<file path="config.mk">
export PLATFORM = sky130hd
export DESIGN_NAME = imu_motion_and_step_detector_core
export DESIGN_NICKNAME = d
export VERILOG_FILES = /design/src/rtl/imd_pkg.sv /design/src/rtl/imd_cfg_regs.sv /design/src/rtl/imd_lane.sv /design/src/rtl/imd_merge.sv /design/src/rtl/imu_motion_and_step_detector_core.sv
export VERILOG_INCLUDE_DIRS = /design/src /design/src/rtl
export SDC_FILE = /design/constraint.sdc
export NUM_CORES = 2
export LEC_CHECK = 0
export BUFFER_PORTS_ARGS = -buffer_cell sky130_fd_sc_hd__buf_2
export CORE_MARGIN = 2
export CORE_UTILIZATION = 25
export DETAILED_ROUTE_END_ITERATION = 8
export GPL_TIMING_DRIVEN = 0
export PLACE_DENSITY = 0.4
export SLEW_MARGIN = 40
export SYNTH_ARGS = -nofsm -noshare
export SYNTH_HDL_FRONTEND = slang
export SYNTH_SLANG_ARGS = --single-unit
</file>
<file path="constraint.sdc">
create_clock -name clk -period 13.6 [get_ports clk]
set_clock_uncertainty 0.1 [all_clocks]
set_input_delay 0.68 -clock clk [delete_from_list [all_inputs] [get_ports clk]]
set_output_delay 0.68 -clock clk [all_outputs]
set_load 0.005 [all_outputs]
</file>
<file path="src/rtl/imu_motion_and_step_detector_core_macros.svh">
// ----------------------------------------------------------------------------
// IMU detector assertion macros
// Shared concurrent assertion wrappers, clocked on clk, disabled in reset.
// ----------------------------------------------------------------------------
`ifndef IMU_MOTION_AND_STEP_DETECTOR_CORE_MACROS_SVH
`define IMU_MOTION_AND_STEP_DETECTOR_CORE_MACROS_SVH

`ifndef SYNTHESIS
// same-cycle implication
`define IMD_ASSERT(lbl, ante, cons) \
  lbl: assert property (@(posedge clk) disable iff (!rst_n) (ante) |-> (cons)) \
    else $error("imd assertion failed");
// next-cycle implication
`define IMD_ASSERT_NEXT(lbl, ante, cons) \
  lbl: assert property (@(posedge clk) disable iff (!rst_n) (ante) |=> (cons)) \
    else $error("imd assertion failed");
`else
`define IMD_ASSERT(lbl, ante, cons)
`define IMD_ASSERT_NEXT(lbl, ante, cons)
`endif

`endif

</file>
<file path="src/rtl/imd_pkg.sv">
// ----------------------------------------------------------------------------
// IMU detector package
// Widths, register indexes and shared types of the motion and step detector.
// ----------------------------------------------------------------------------
package imd_pkg;

  localparam int SAMPLE_BITS = 16;             // width of one axis sample
  localparam int AXES        = 3;              // axes per sensor
  localparam int LANES       = 2 * AXES;       // accel and gyro lanes
  localparam int SQ_W        = 2 * SAMPLE_BITS;
  localparam int MAG_W       = 32;             // reported magnitude width
  localparam int SUM_W       = (SQ_W + 2 > MAG_W) ? SQ_W + 2 : MAG_W + 1;
  localparam int TIME_W      = 32;
  localparam int MS_W        = 16;
  localparam int CNT_W       = 32;
  localparam int THR_W       = 32;
  localparam int CFG_DATA_W  = 32;
  localparam int CFG_ADDR_W  = 3;

  localparam int IN_FIELDS_W   = LANES * SAMPLE_BITS + TIME_W;
  localparam int IN_TDATA_W    = ((IN_FIELDS_W + 7) / 8) * 8;
  localparam int OUT_FIELDS_W  = 2 + CNT_W + 2 * MAG_W;
  localparam int OUT_TDATA_W   = ((OUT_FIELDS_W + 7) / 8) * 8;

  typedef enum logic [CFG_ADDR_W-1:0] {
    CFG_ACCEL_HIGH = 3'd0,
    CFG_ACCEL_LOW  = 3'd1,
    CFG_GYRO_HIGH  = 3'd2,
    CFG_STEP_LEVEL = 3'd3,
    CFG_HOLD_MS    = 3'd4,
    CFG_GAP_MS     = 3'd5
  } imd_cfg_idx_t;

  typedef logic [SQ_W-1:0] imd_sq_t;

  typedef struct packed {
    logic [THR_W-1:0] accel_high_sq;
    logic [THR_W-1:0] accel_low_sq;
    logic [THR_W-1:0] gyro_high_sq;
    logic [THR_W-1:0] step_level_sq;
    logic [MS_W-1:0]  motion_hold_ms;
    logic [MS_W-1:0]  step_gap_ms;
  } imd_cfg_t;

  // pipeline load strobes: lanes, sum stage, decision/output stage
  typedef struct packed {
    logic ld_a;
    logic ld_b;
    logic ld_c;
  } imd_pipe_ctl_t;

endpackage

</file>
<file path="src/rtl/imd_cfg_regs.sv">
// ----------------------------------------------------------------------------
// IMU detector configuration registers
// Threshold and timing registers, written through a plain indexed port.
// ----------------------------------------------------------------------------
module imd_cfg_regs (
  input  logic                               clk,
  input  logic                               rst_n,
  input  logic                               cfg_we,
  input  logic [imd_pkg::CFG_ADDR_W-1:0]     cfg_addr,
  input  logic [imd_pkg::CFG_DATA_W-1:0]     cfg_wdata,
  output imd_pkg::imd_cfg_t                  cfg
);
  import imd_pkg::*;

  logic [THR_W-1:0] accel_high_r;
  logic [THR_W-1:0] accel_low_r;
  logic [THR_W-1:0] gyro_high_r;
  logic [THR_W-1:0] step_level_r;
  logic [MS_W-1:0]  hold_ms_r;
  logic [MS_W-1:0]  gap_ms_r;

  always_ff @(posedge clk) begin
    if (!rst_n) begin
      accel_high_r <= THR_W'(355005891);
      accel_low_r  <= THR_W'(193944617);
      gyro_high_r  <= THR_W'(10725625);
      step_level_r <= THR_W'(603979776);
      hold_ms_r    <= MS_W'(2000);
      gap_ms_r     <= MS_W'(250);
    end else if (cfg_we) begin
      unique case (cfg_addr)
        CFG_ACCEL_HIGH: accel_high_r <= cfg_wdata[THR_W-1:0];
        CFG_ACCEL_LOW:  accel_low_r  <= cfg_wdata[THR_W-1:0];
        CFG_GYRO_HIGH:  gyro_high_r  <= cfg_wdata[THR_W-1:0];
        CFG_STEP_LEVEL: step_level_r <= cfg_wdata[THR_W-1:0];
        CFG_HOLD_MS:    hold_ms_r    <= cfg_wdata[MS_W-1:0];
        CFG_GAP_MS:     gap_ms_r     <= cfg_wdata[MS_W-1:0];
        default: ;  // unmapped index, dropped
      endcase
    end
  end

  always_comb begin
    cfg.accel_high_sq  = accel_high_r;
    cfg.accel_low_sq   = accel_low_r;
    cfg.gyro_high_sq   = gyro_high_r;
    cfg.step_level_sq  = step_level_r;
    cfg.motion_hold_ms = hold_ms_r;
    cfg.step_gap_ms    = gap_ms_r;
  end

endmodule

</file>
<file path="src/rtl/imd_lane.sv">
// ----------------------------------------------------------------------------
// IMU detector axis lane
// Absolute value and square of one signed axis sample, registered.
// ----------------------------------------------------------------------------
module imd_lane (
  input  logic                              clk,
  input  logic                              ld,
  input  logic [imd_pkg::SAMPLE_BITS-1:0]   sample,
  output imd_pkg::imd_sq_t                  sq
);
  import imd_pkg::*;

  logic [SAMPLE_BITS-1:0] mag;
  imd_sq_t                sq_r;
  imd_sq_t                sq_nxt;

  // most negative code maps to 2^(n-1), which still fits unsigned
  assign mag    = sample[SAMPLE_BITS-1] ? (~sample + SAMPLE_BITS'(1)) : sample;
  assign sq_nxt = SQ_W'(mag) * SQ_W'(mag);

  always_ff @(posedge clk) begin
    if (ld) begin
      sq_r <= sq_nxt;
    end
  end

  assign sq = sq_r;

endmodule

</file>
<file path="src/rtl/imd_merge.sv">
// ----------------------------------------------------------------------------
// IMU detector merge stage
// Sums lane squares, applies motion and step rules, holds the output word.
// ----------------------------------------------------------------------------
module imd_merge (
  input  logic                                 clk,
  input  logic                                 rst_n,
  input  imd_pkg::imd_pipe_ctl_t               ctl,
  input  imd_pkg::imd_cfg_t                    cfg,
  input  logic [imd_pkg::TIME_W-1:0]           time_in,
  input  imd_pkg::imd_sq_t [imd_pkg::AXES-1:0] acc_sq,
  input  imd_pkg::imd_sq_t [imd_pkg::AXES-1:0] gyr_sq,
  output logic                                 moving,
  output logic                                 step_now,
  output logic [imd_pkg::CNT_W-1:0]            step_total,
  output logic [imd_pkg::MAG_W-1:0]            accel_mag_sq,
  output logic [imd_pkg::MAG_W-1:0]            gyro_mag_sq
);
  import imd_pkg::*;

  // stage A/B payload
  logic [TIME_W-1:0] time_a_r;
  logic [TIME_W-1:0] time_b_r;
  logic [SUM_W-1:0]  acc_b_r;
  logic [SUM_W-1:0]  gyr_b_r;
  logic [SUM_W-1:0]  acc_b_nxt;
  logic [SUM_W-1:0]  gyr_b_nxt;

  // detector state
  logic              moving_r, moving_nxt;
  logic [TIME_W-1:0] start_r, start_nxt;
  logic              was_above_r, was_above_nxt;
  logic [TIME_W-1:0] last_step_r, last_step_nxt;
  logic [CNT_W-1:0]  count_r, count_nxt;

  // output payload
  logic              step_r, step_nxt;
  logic [MAG_W-1:0]  acc_out_r, acc_out_nxt;
  logic [MAG_W-1:0]  gyr_out_r, gyr_out_nxt;

  logic              motion_hit;
  logic              above;
  logic [TIME_W-1:0] hold_dt;
  logic [TIME_W-1:0] gap_dt;

  always_comb begin
    acc_b_nxt = '0;
    gyr_b_nxt = '0;
    for (int i = 0; i < AXES; i++) begin
      acc_b_nxt = acc_b_nxt + SUM_W'(acc_sq[i]);
      gyr_b_nxt = gyr_b_nxt + SUM_W'(gyr_sq[i]);
    end
  end

  always_ff @(posedge clk) begin
    if (ctl.ld_a) begin
      time_a_r <= time_in;
    end
    if (ctl.ld_b) begin
      time_b_r <= time_a_r;
      acc_b_r  <= acc_b_nxt;
      gyr_b_r  <= gyr_b_nxt;
    end
  end

  always_comb begin
    motion_hit = (acc_b_r > SUM_W'(cfg.accel_high_sq)) ||
                 (acc_b_r < SUM_W'(cfg.accel_low_sq))  ||
                 (gyr_b_r > SUM_W'(cfg.gyro_high_sq));
    above      = acc_b_r > SUM_W'(cfg.step_level_sq);
    hold_dt    = time_b_r - start_r;       // wraps mod 2^32
    gap_dt     = time_b_r - last_step_r;

    moving_nxt    = moving_r;
    start_nxt     = start_r;
    count_nxt     = count_r;
    last_step_nxt = last_step_r;
    was_above_nxt = above;

    // onset time is latched only on entry, not refreshed while moving
    if (motion_hit) begin
      if (!moving_r) begin
        moving_nxt = 1'b1;
        start_nxt  = time_b_r;
      end
    end else if (moving_r && (hold_dt > TIME_W'(cfg.motion_hold_ms))) begin
      moving_nxt = 1'b0;
    end

    step_nxt = above && !was_above_r && (gap_dt > TIME_W'(cfg.step_gap_ms));
    if (step_nxt) begin
      count_nxt     = count_r + CNT_W'(1);
      last_step_nxt = time_b_r;
    end

    acc_out_nxt = (|acc_b_r[SUM_W-1:MAG_W]) ? '1 : acc_b_r[MAG_W-1:0];
    gyr_out_nxt = (|gyr_b_r[SUM_W-1:MAG_W]) ? '1 : gyr_b_r[MAG_W-1:0];
  end

  always_ff @(posedge clk) begin
    if (!rst_n) begin
      moving_r    <= 1'b0;
      start_r     <= '0;
      was_above_r <= 1'b0;
      last_step_r <= '0;
      count_r     <= '0;
    end else if (ctl.ld_c) begin
      moving_r    <= moving_nxt;
      start_r     <= start_nxt;
      was_above_r <= was_above_nxt;
      last_step_r <= last_step_nxt;
      count_r     <= count_nxt;
    end
  end

  always_ff @(posedge clk) begin
    if (ctl.ld_c) begin
      step_r    <= step_nxt;
      acc_out_r <= acc_out_nxt;
      gyr_out_r <= gyr_out_nxt;
    end
  end

  assign moving       = moving_r;
  assign step_now     = step_r;
  assign step_total   = count_r;
  assign accel_mag_sq = acc_out_r;
  assign gyro_mag_sq  = gyr_out_r;

endmodule

</file>
<file path="src/rtl/imu_motion_and_step_detector_core.sv">
// ----------------------------------------------------------------------------
// IMU motion and step detector core: six multiplier lanes, sum, decision
// Pipeline stages in to out: lane square, magnitude sum, decision/output.
// Throughput one word per cycle; each pipe stage stalls only when downstream full.
// Sync active-low reset clears valids, detector state and loads default registers.
// ----------------------------------------------------------------------------
`include "imu_motion_and_step_detector_core_macros.svh"

module imu_motion_and_step_detector_core (
  input  logic                                 clk,
  input  logic                                 rst_n,
  // in_tdata: accel_x, accel_y, accel_z, gyro_x, gyro_y, gyro_z, time_ms
  input  logic                                 in_tvalid,
  output logic                                 in_tready,
  input  logic [imd_pkg::IN_TDATA_W-1:0]       in_tdata,
  // out_tdata: moving, step_now, step_total, accel_mag_sq, gyro_mag_sq, zero pad
  output logic                                 out_tvalid,
  input  logic                                 out_tready,
  output logic [imd_pkg::OUT_TDATA_W-1:0]      out_tdata,
  input  logic                                 cfg_we,
  input  logic [imd_pkg::CFG_ADDR_W-1:0]       cfg_addr,
  input  logic [imd_pkg::CFG_DATA_W-1:0]       cfg_wdata
);
  import imd_pkg::*;

  imd_cfg_t      cfg;
  imd_pipe_ctl_t ctl;

  logic va_r, vb_r, vc_r;
  logic va_nxt, vb_nxt, vc_nxt;
  logic ready_b, ready_c;

  logic [LANES-1:0][SAMPLE_BITS-1:0] axis;
  imd_sq_t [LANES-1:0]               lane_sq;
  logic [TIME_W-1:0]                 time_in;

  logic              moving;
  logic              step_now;
  logic [CNT_W-1:0]  step_total;
  logic [MAG_W-1:0]  accel_mag_sq;
  logic [MAG_W-1:0]  gyro_mag_sq;

  // handshake chain, output register back to input
  always_comb begin
    ready_c    = !vc_r || out_tready;
    ready_b    = !vb_r || ready_c;
    in_tready  = !va_r || ready_b;
    ctl.ld_a   = in_tvalid && in_tready;
    ctl.ld_b   = va_r && ready_b;
    ctl.ld_c   = vb_r && ready_c;
    va_nxt     = ctl.ld_a ? 1'b1 : (ctl.ld_b ? 1'b0 : va_r);
    vb_nxt     = ctl.ld_b ? 1'b1 : (ctl.ld_c ? 1'b0 : vb_r);
    vc_nxt     = ctl.ld_c ? 1'b1 : (out_tready ? 1'b0 : vc_r);
  end

  always_ff @(posedge clk) begin
    if (!rst_n) begin
      va_r <= 1'b0;
      vb_r <= 1'b0;
      vc_r <= 1'b0;
    end else begin
      va_r <= va_nxt;
      vb_r <= vb_nxt;
      vc_r <= vc_nxt;
    end
  end

  assign out_tvalid = vc_r;

  always_comb begin
    for (int i = 0; i < LANES; i++) begin
      axis[i] = in_tdata[i*SAMPLE_BITS +: SAMPLE_BITS];
    end
    time_in = in_tdata[LANES*SAMPLE_BITS +: TIME_W];
  end

  imd_cfg_regs u_cfg (
    .clk       (clk),
    .rst_n     (rst_n),
    .cfg_we    (cfg_we),
    .cfg_addr  (cfg_addr),
    .cfg_wdata (cfg_wdata),
    .cfg       (cfg)
  );

  // lanes 0..2 accel, 3..5 gyro
  for (genvar g = 0; g < LANES; g++) begin : g_lane
    imd_lane u_lane (
      .clk    (clk),
      .ld     (ctl.ld_a),
      .sample (axis[g]),
      .sq     (lane_sq[g])
    );
  end

  imd_merge u_merge (
    .clk          (clk),
    .rst_n        (rst_n),
    .ctl          (ctl),
    .cfg          (cfg),
    .time_in      (time_in),
    .acc_sq       (lane_sq[AXES-1:0]),
    .gyr_sq       (lane_sq[LANES-1:AXES]),
    .moving       (moving),
    .step_now     (step_now),
    .step_total   (step_total),
    .accel_mag_sq (accel_mag_sq),
    .gyro_mag_sq  (gyro_mag_sq)
  );

  assign out_tdata = {(OUT_TDATA_W - OUT_FIELDS_W)'(0),
                      gyro_mag_sq, accel_mag_sq, step_total, step_now, moving};

  `IMD_ASSERT_NEXT(a_load_shows_word, ctl.ld_c, out_tvalid)
  `IMD_ASSERT_NEXT(a_stall_keeps_b, vb_r && !ready_c, vb_r)
  `IMD_ASSERT_NEXT(a_accept_fills_a, ctl.ld_a, va_r)
  `IMD_ASSERT(a_empty_front_ready, !va_r, in_tready)

endmodule
</file>
After elaboration in Yosys (flattened, before gate mapping)
Cells that the tools add are included.
- $add $sub $neg: 13
- $mul: 6
- order comparisons: 6
- eq/ne operators: 5
- mux-type cells: 14
- bitwise gates (word level): 7
- reductions and logical operators: 31
- operators with widths (operator ; number):
    $mul A16 B16 Y32 ; 6
    $gt A34 B32 Y1 ; 3
    $add A16 B1 Y16 const B ; 6
    $mux W16 ; 6
    $not A16 Y16 ; 6
    $add A34 B32 Y34 ; 2
    $add A32 B32 Y33 ; 2
    $gt A32 B16 Y1 ; 2
    $sub A32 B32 Y32 ; 2
    $lt A34 B32 Y1 ; 1
    $add A32 B1 Y32 const B ; 1
    $reduce_and A2 Y1 ; 8
    $mux W1 ; 8
    $reduce_bool A2 Y1 ; 4
    $eq A3 B2 Y1 const B ; 2
    $eq A3 B3 Y1 const B ; 2
    $logic_and A1 B1 Y1 ; 6
    $logic_or A1 B1 Y1 ; 5
    $logic_not A1 Y1 ; 4
    $reduce_or A2 Y1 ; 2
    $eq A3 B1 Y1 const B ; 1
    $logic_not A3 Y1 ; 1
    $reduce_and A3 Y1 ; 1
    $not A1 Y1 ; 1
- bits in registers: 650
- input port bits: 168
- logic and storage cells: 109

Depth between registers and ports, before layout
- word-level depth: 6
- gate-level depth with buffers: 34

Cells and area by module
A second synthesis with hierarchy kept.
- cells, all modules: 8254
- area total of the unflattened synthesis: 78620.4 um2
- modules (own cells, without submodules) (module ; instances ; cells each ; area an instance (um2)):
    imd_merge ; 1 ; 2327 ; 22391.5
    imd_lane (g_lane[1].u_lane ...) ; 2 ; 886 ; 8314.2
    imd_lane (g_lane[0].u_lane) ; 1 ; 920 ; 8495.6
    imd_lane (g_lane[3].u_lane) ; 1 ; 915 ; 8464.4
    imd_lane (g_lane[4].u_lane) ; 1 ; 848 ; 8159.1
    imd_lane (g_lane[5].u_lane) ; 1 ; 855 ; 8097.8
    imd_cfg_regs ; 1 ; 595 ; 6182.2
    imu_motion_and_step_detector_core ; 1 ; 22 ; 201.4

Worst setup path after synthesis
Ideal clock, no wire load.
- kind: flip-flop to flip-flop
- start point: register va_r
- end point: register g_lane[0].u_lane.sq_r[0], enable pin
- setup time: 0.927 ns
- data arrival time: 12.053 ns
- required time: 12.573 ns
- path slack: 0.520 ns
- cell stages (with the launch flop): 2
- buffers on the path: 0
- clock period less this slack: 13.080 ns
- cell sequence: dfxtp_1 -> a31oi_1
- longest elaborated chain between the ends: 3
- RTL lines (element ; RTL line ; RTL):
    start, declared ; imu_motion_and_step_detector_core.sv:29 ; logic va_r, vb_r, vc_r;
    start signal, assigned ; imu_motion_and_step_detector_core.sv:62 ; va_r <= va_nxt;
    $logic_not A1 Y1 ; imu_motion_and_step_detector_core.sv:47 ; in_tready = !va_r || ready_b;
    $logic_or A1 B1 Y1 ; imu_motion_and_step_detector_core.sv:47 ;
    $logic_and A1 B1 Y1 ; imu_motion_and_step_detector_core.sv:48 ; ctl.ld_a = in_tvalid && in_tready;
    named net g_lane[0].u_lane.ld ; imd_lane.sv:7 ; input logic ld,
    end signal, assigned ; imd_lane.sv:23 ; sq_r <= sq_nxt;
    end, declared ; imd_lane.sv:14 ; imd_sq_t sq_r;
The timed path passes the listed nets, and every way through them passes these cells.
A chain may end at the register's enable or synchronous reset.

Worst setup path in the final report
- start point: input in_tdata[0] (netlist name)
- end point: register g_lane[0].u_lane.sq_r[31], data pin
- longest elaborated chain between the ends: 4
- RTL lines (element ; RTL line ; RTL):
    start, declared ; imu_motion_and_step_detector_core.sv:15 ; input logic [imd_pkg::IN_TDATA_W-1:0] in_tdata,
    $not A16 Y16 ; imd_lane.sv:18 ; assign mag = sample[SAMPLE_BITS-1] ? (~sample + SAMPLE_BITS'(1)) : sample;
    $add A16 B1 Y16 ; imd_lane.sv:18 ;
    $mux W16 (*) ; imd_lane.sv:18 ;
    $mul A16 B16 Y32 (*) ; imd_lane.sv:19 ; assign sq_nxt = SQ_W'(mag) * SQ_W'(mag);
    named net g_lane[0].u_lane.sq_nxt[31] ; imd_lane.sv:15 ; imd_sq_t sq_nxt;
Mark *: on every way through the listed nets, which the timed path passes. The rest lies on a longest branch.

==> flow_summary.ini <==
[sta]
post-route-min-period_ns = 10.04
finalCritPeriodShare = 0.738
max_slew.worst_pin.slew_ns = 0.904
timing.setup.tns_ns = 0
rsz0062_at_grt = false
max_slew_margin = 0.397
fmax_mhz = 99.6
drv_slew = 0
hold_violations = 0
finalSetupViolations = 0

[worst_setup_path]
crit_arrival_ns = 10.35
worst_setup_path_start_kind = primary input
r2r-start = u_merge.time_b_r[0]
critical-path-max-stage-delay_ns = 0.60
rrSetupSlack_ns = 7.08
worstPathMaxFanout = 11
r2r_end = u_merge.step_total[11]
end_kind = flop
slowest_stage = xor2_2
required_ns = 13.91
ff2ff_path_depth = 28
critPathKind = primary input to flop

[clocking]
post_cts_resized = 0
htree_num_levels = 3
cts_tree = yes
cts_hold_buf = 0
clock_latency_ns = 0.66
clockBufferDepth = 3
cts_setup_buffers = 0
cts.sink_count = 644
cts_buffers = 71
clk_pin_slew_ns = 0.06
ctsRootBufferMaster = clkbuf_16

[die]
std_cell_rows = 203
die_h_um = 558
dieArea_um2 = 312000
start_util = 0.251
coreArea_um2 = 306000
die_x_um = 558
ios = 274

[status]
status = complete, no violations

[finish]
design_area_um2 = 86900
nNetsFinal = 10700
seqCellArea_um2 = 16700
multi_input_area_um2 = 53900
drive_gt1_frac = 0.0644
synthToLayoutAreaGrowth_pct = 13.1
fillers = 32700

[logic_synthesis]
ys_async_sr_fraction = 0
ys_seq_area_frac = 0.218
yosysMostFrequentCell = inv_1
synth_fa_ha_area_frac = 0.407
synth_largest_area_cell = fa_1
yosysUniqueCellTypes = 92
synthesis.instances = 8198
synthTopCellsByArea = fa_1, ha_1, edfxtp_1
synth_compound_area_frac = 0.103
synth_warnings = 0
synth_edf_count = 383
synth_simple_gate_area_frac = 0.122
synth_top_area_share = 0.256
ys_seq_elements = 644
synthXorXnorAreaFrac = 0.0486
synth_area_um2 = 76800
synth_top_family_by_area = adder cells
synthTopCellsByCount = inv_1, fa_1, ha_1, nand2_1, nor2_1
syn_avg_cell_area_um2 = 9.37
ys.flop_type = edfxtp_1
synthMuxAreaShare = 0.0108

[detailed_routing]
post_drt_wl_per_cell_um = 18.8
drc = 0
viasPerCell = 4.43
drt_iter0_markers = 2918
vias = 56800
first_pass_iters = 5
drt-total-wl_um = 240000
drtAntennaViolNets = 0

[placement]
io_buffers = 263
place_congestion = 0.851
dpl.hpwl_um = 203000
placed_area_um2 = 84400

[global_route]
use_met1 = 0.197
first_global_vias = 60400
grt_pass1_wl_um = 367000
use_met2 = 0.277
overflow = 0
grt_max_degree = 41
met3_usage = 0.0138
antenna_found_initial = 35
grt_util_all_layers = 0.154
busiest_layer = met2

[run]
max_cap_viol_count = 0

[hold_path]
whs_path_depth = 1
hold_path_class = primary input to flop
hp-start = in_tdata[116]
min_to = u_merge.time_a_r[20]
## worst max-delay path, delay by kind of cell
family,cells,cell delay [ns]
adders and majority gates,8,3.63
AOI/OAI and AO/OA,9,2.37
buffers and inverters,9,1.83
and+or+nand+nor,5,0.96
xor gates and xnor gates,2,0.83
## cell usage in the layout, fill, tap and decap left out, drive strengths merged, types with 14 or more instances in the layout
cell type	netlist	routed
inv	1615	1616
fa	982	982
ha	930	930
nand2	815	815
nor2	628	628
a21oi	410	410
edfxtp	383	383
buf	26	312
xnor2	285	285
dfxtp	261	261
clkbuf	159	248
a21o	194	194
o21ai	169	169
xor2	141	141
nand3	84	84
mux2i	82	82
nor3	80	80
or3	78	78
nand2b	72	72
conb	2	72
nand4	71	71
o211ai	70	70
clkinv	40	64
nor2b	63	63
o21a	59	59
and3	51	51
and2	46	46
o31ai	41	41
o21bai	38	38
a31oi	28	28
a211oi	27	27
nor4	25	25
o41ai	25	25
or2	21	21
diode	0	19
or4	17	17
a31o	16	16
a21boi	14	14
## routing by layer
layer / share of wire / routed length (µm)
met5: 0.00017 / 41
met4: 0.028 / 6800
met3: 0.031 / 7560
met2: 0.50 / 120000
met1: 0.44 / 106000
## cell type report
type | instances | area share
Antenna cell | 19 | 0.000547
Sequential cell | 644 | 0.192
Tap cell | 4100 | 0.0590
Clock inverter | 41 | 0.00593
Buffer | 185 | 0.00888
Clock buffer | 88 | 0.0220
Inverter | 1655 | 0.0715
Multi-Input combinational cell | 5784 | 0.620
Timing Repair Buffer | 287 | 0.0196
## sequential cells by signal (all words and copies together) (netlist names)
signal / count
g_lane.u_lane.sq: 186
u_merge.acc_b_r: 34
u_merge.gyr_b_r: 34
u_cfg.accel_high_r: 32
u_cfg.accel_low_r: 32
u_cfg.gyro_high_r: 32
u_cfg.step_level_r: 32
u_merge.accel_mag_sq: 32
u_merge.gyro_mag_sq: 32
u_merge.last_step_r: 32
u_merge.start_r: 32
u_merge.step_total: 32
u_merge.time_a_r: 32
u_merge.time_b_r: 32
u_cfg.gap_ms_r: 16
u_cfg.hold_ms_r: 16
out_tvalid: 1
u_merge.moving: 1
u_merge.step_now: 1
u_merge.was_above_r: 1
va_r: 1
vb_r: 1
## logic make-up (layout without fill, tap and decap cells)
| logic type | after synthesis | after routing |
|---|---|---|
| AND/OR/NAND/NOR | 2084 | 2084 |
| adder cells (fa/ha/maj) | 1912 | 1912 |
| buffers and inverters | 1840 | 2256 |
| AO/OA/AOI/OAI | 1207 | 1207 |
| flip-flops | 644 | 644 |
| XOR/XNOR | 426 | 426 |
| multiplexers | 83 | 83 |
| other | 2 | 91 |
## worst max-delay path by stage
stage / from / end / slack [ns] / depth (start not counted)
2_1_floorplan: va_r / g_lane[0].u_lane.sq[0] / 0.52 / 1
4_1_cts: in_tdata[16] / g_lane[1].u_lane.sq[31] / 3.44 / 30
5_1_grt: in_tdata[0] / g_lane[0].u_lane.sq[31] / 2.96 / 33
6_report: in_tdata[0] / g_lane[0].u_lane.sq[31] / 3.56 / 33
3_5_place_dp: in_tdata[16] / g_lane[1].u_lane.sq[31] / 2.75 / 30
3_3_place_gp: va_r / g_lane[0].u_lane.sq[26] / -6.05 / 1
## metrics by stage
step                 util  hold WS [ns]  instances  setup slack [ns]
floorplan               -         0.300       8268             0.520
global placement    0.273         0.304      12600             -6.05
detailed placement  0.276         0.305      12700              2.75
CTS                 0.284        0.0320      12800              3.44
global route        0.284        0.0476      12800              2.96
finish              0.284        0.0904      12800              3.56
Power is left out: the tool's default activity adds up to more than one toggle a clock period on the data nets, which glitch-free logic cannot reach.
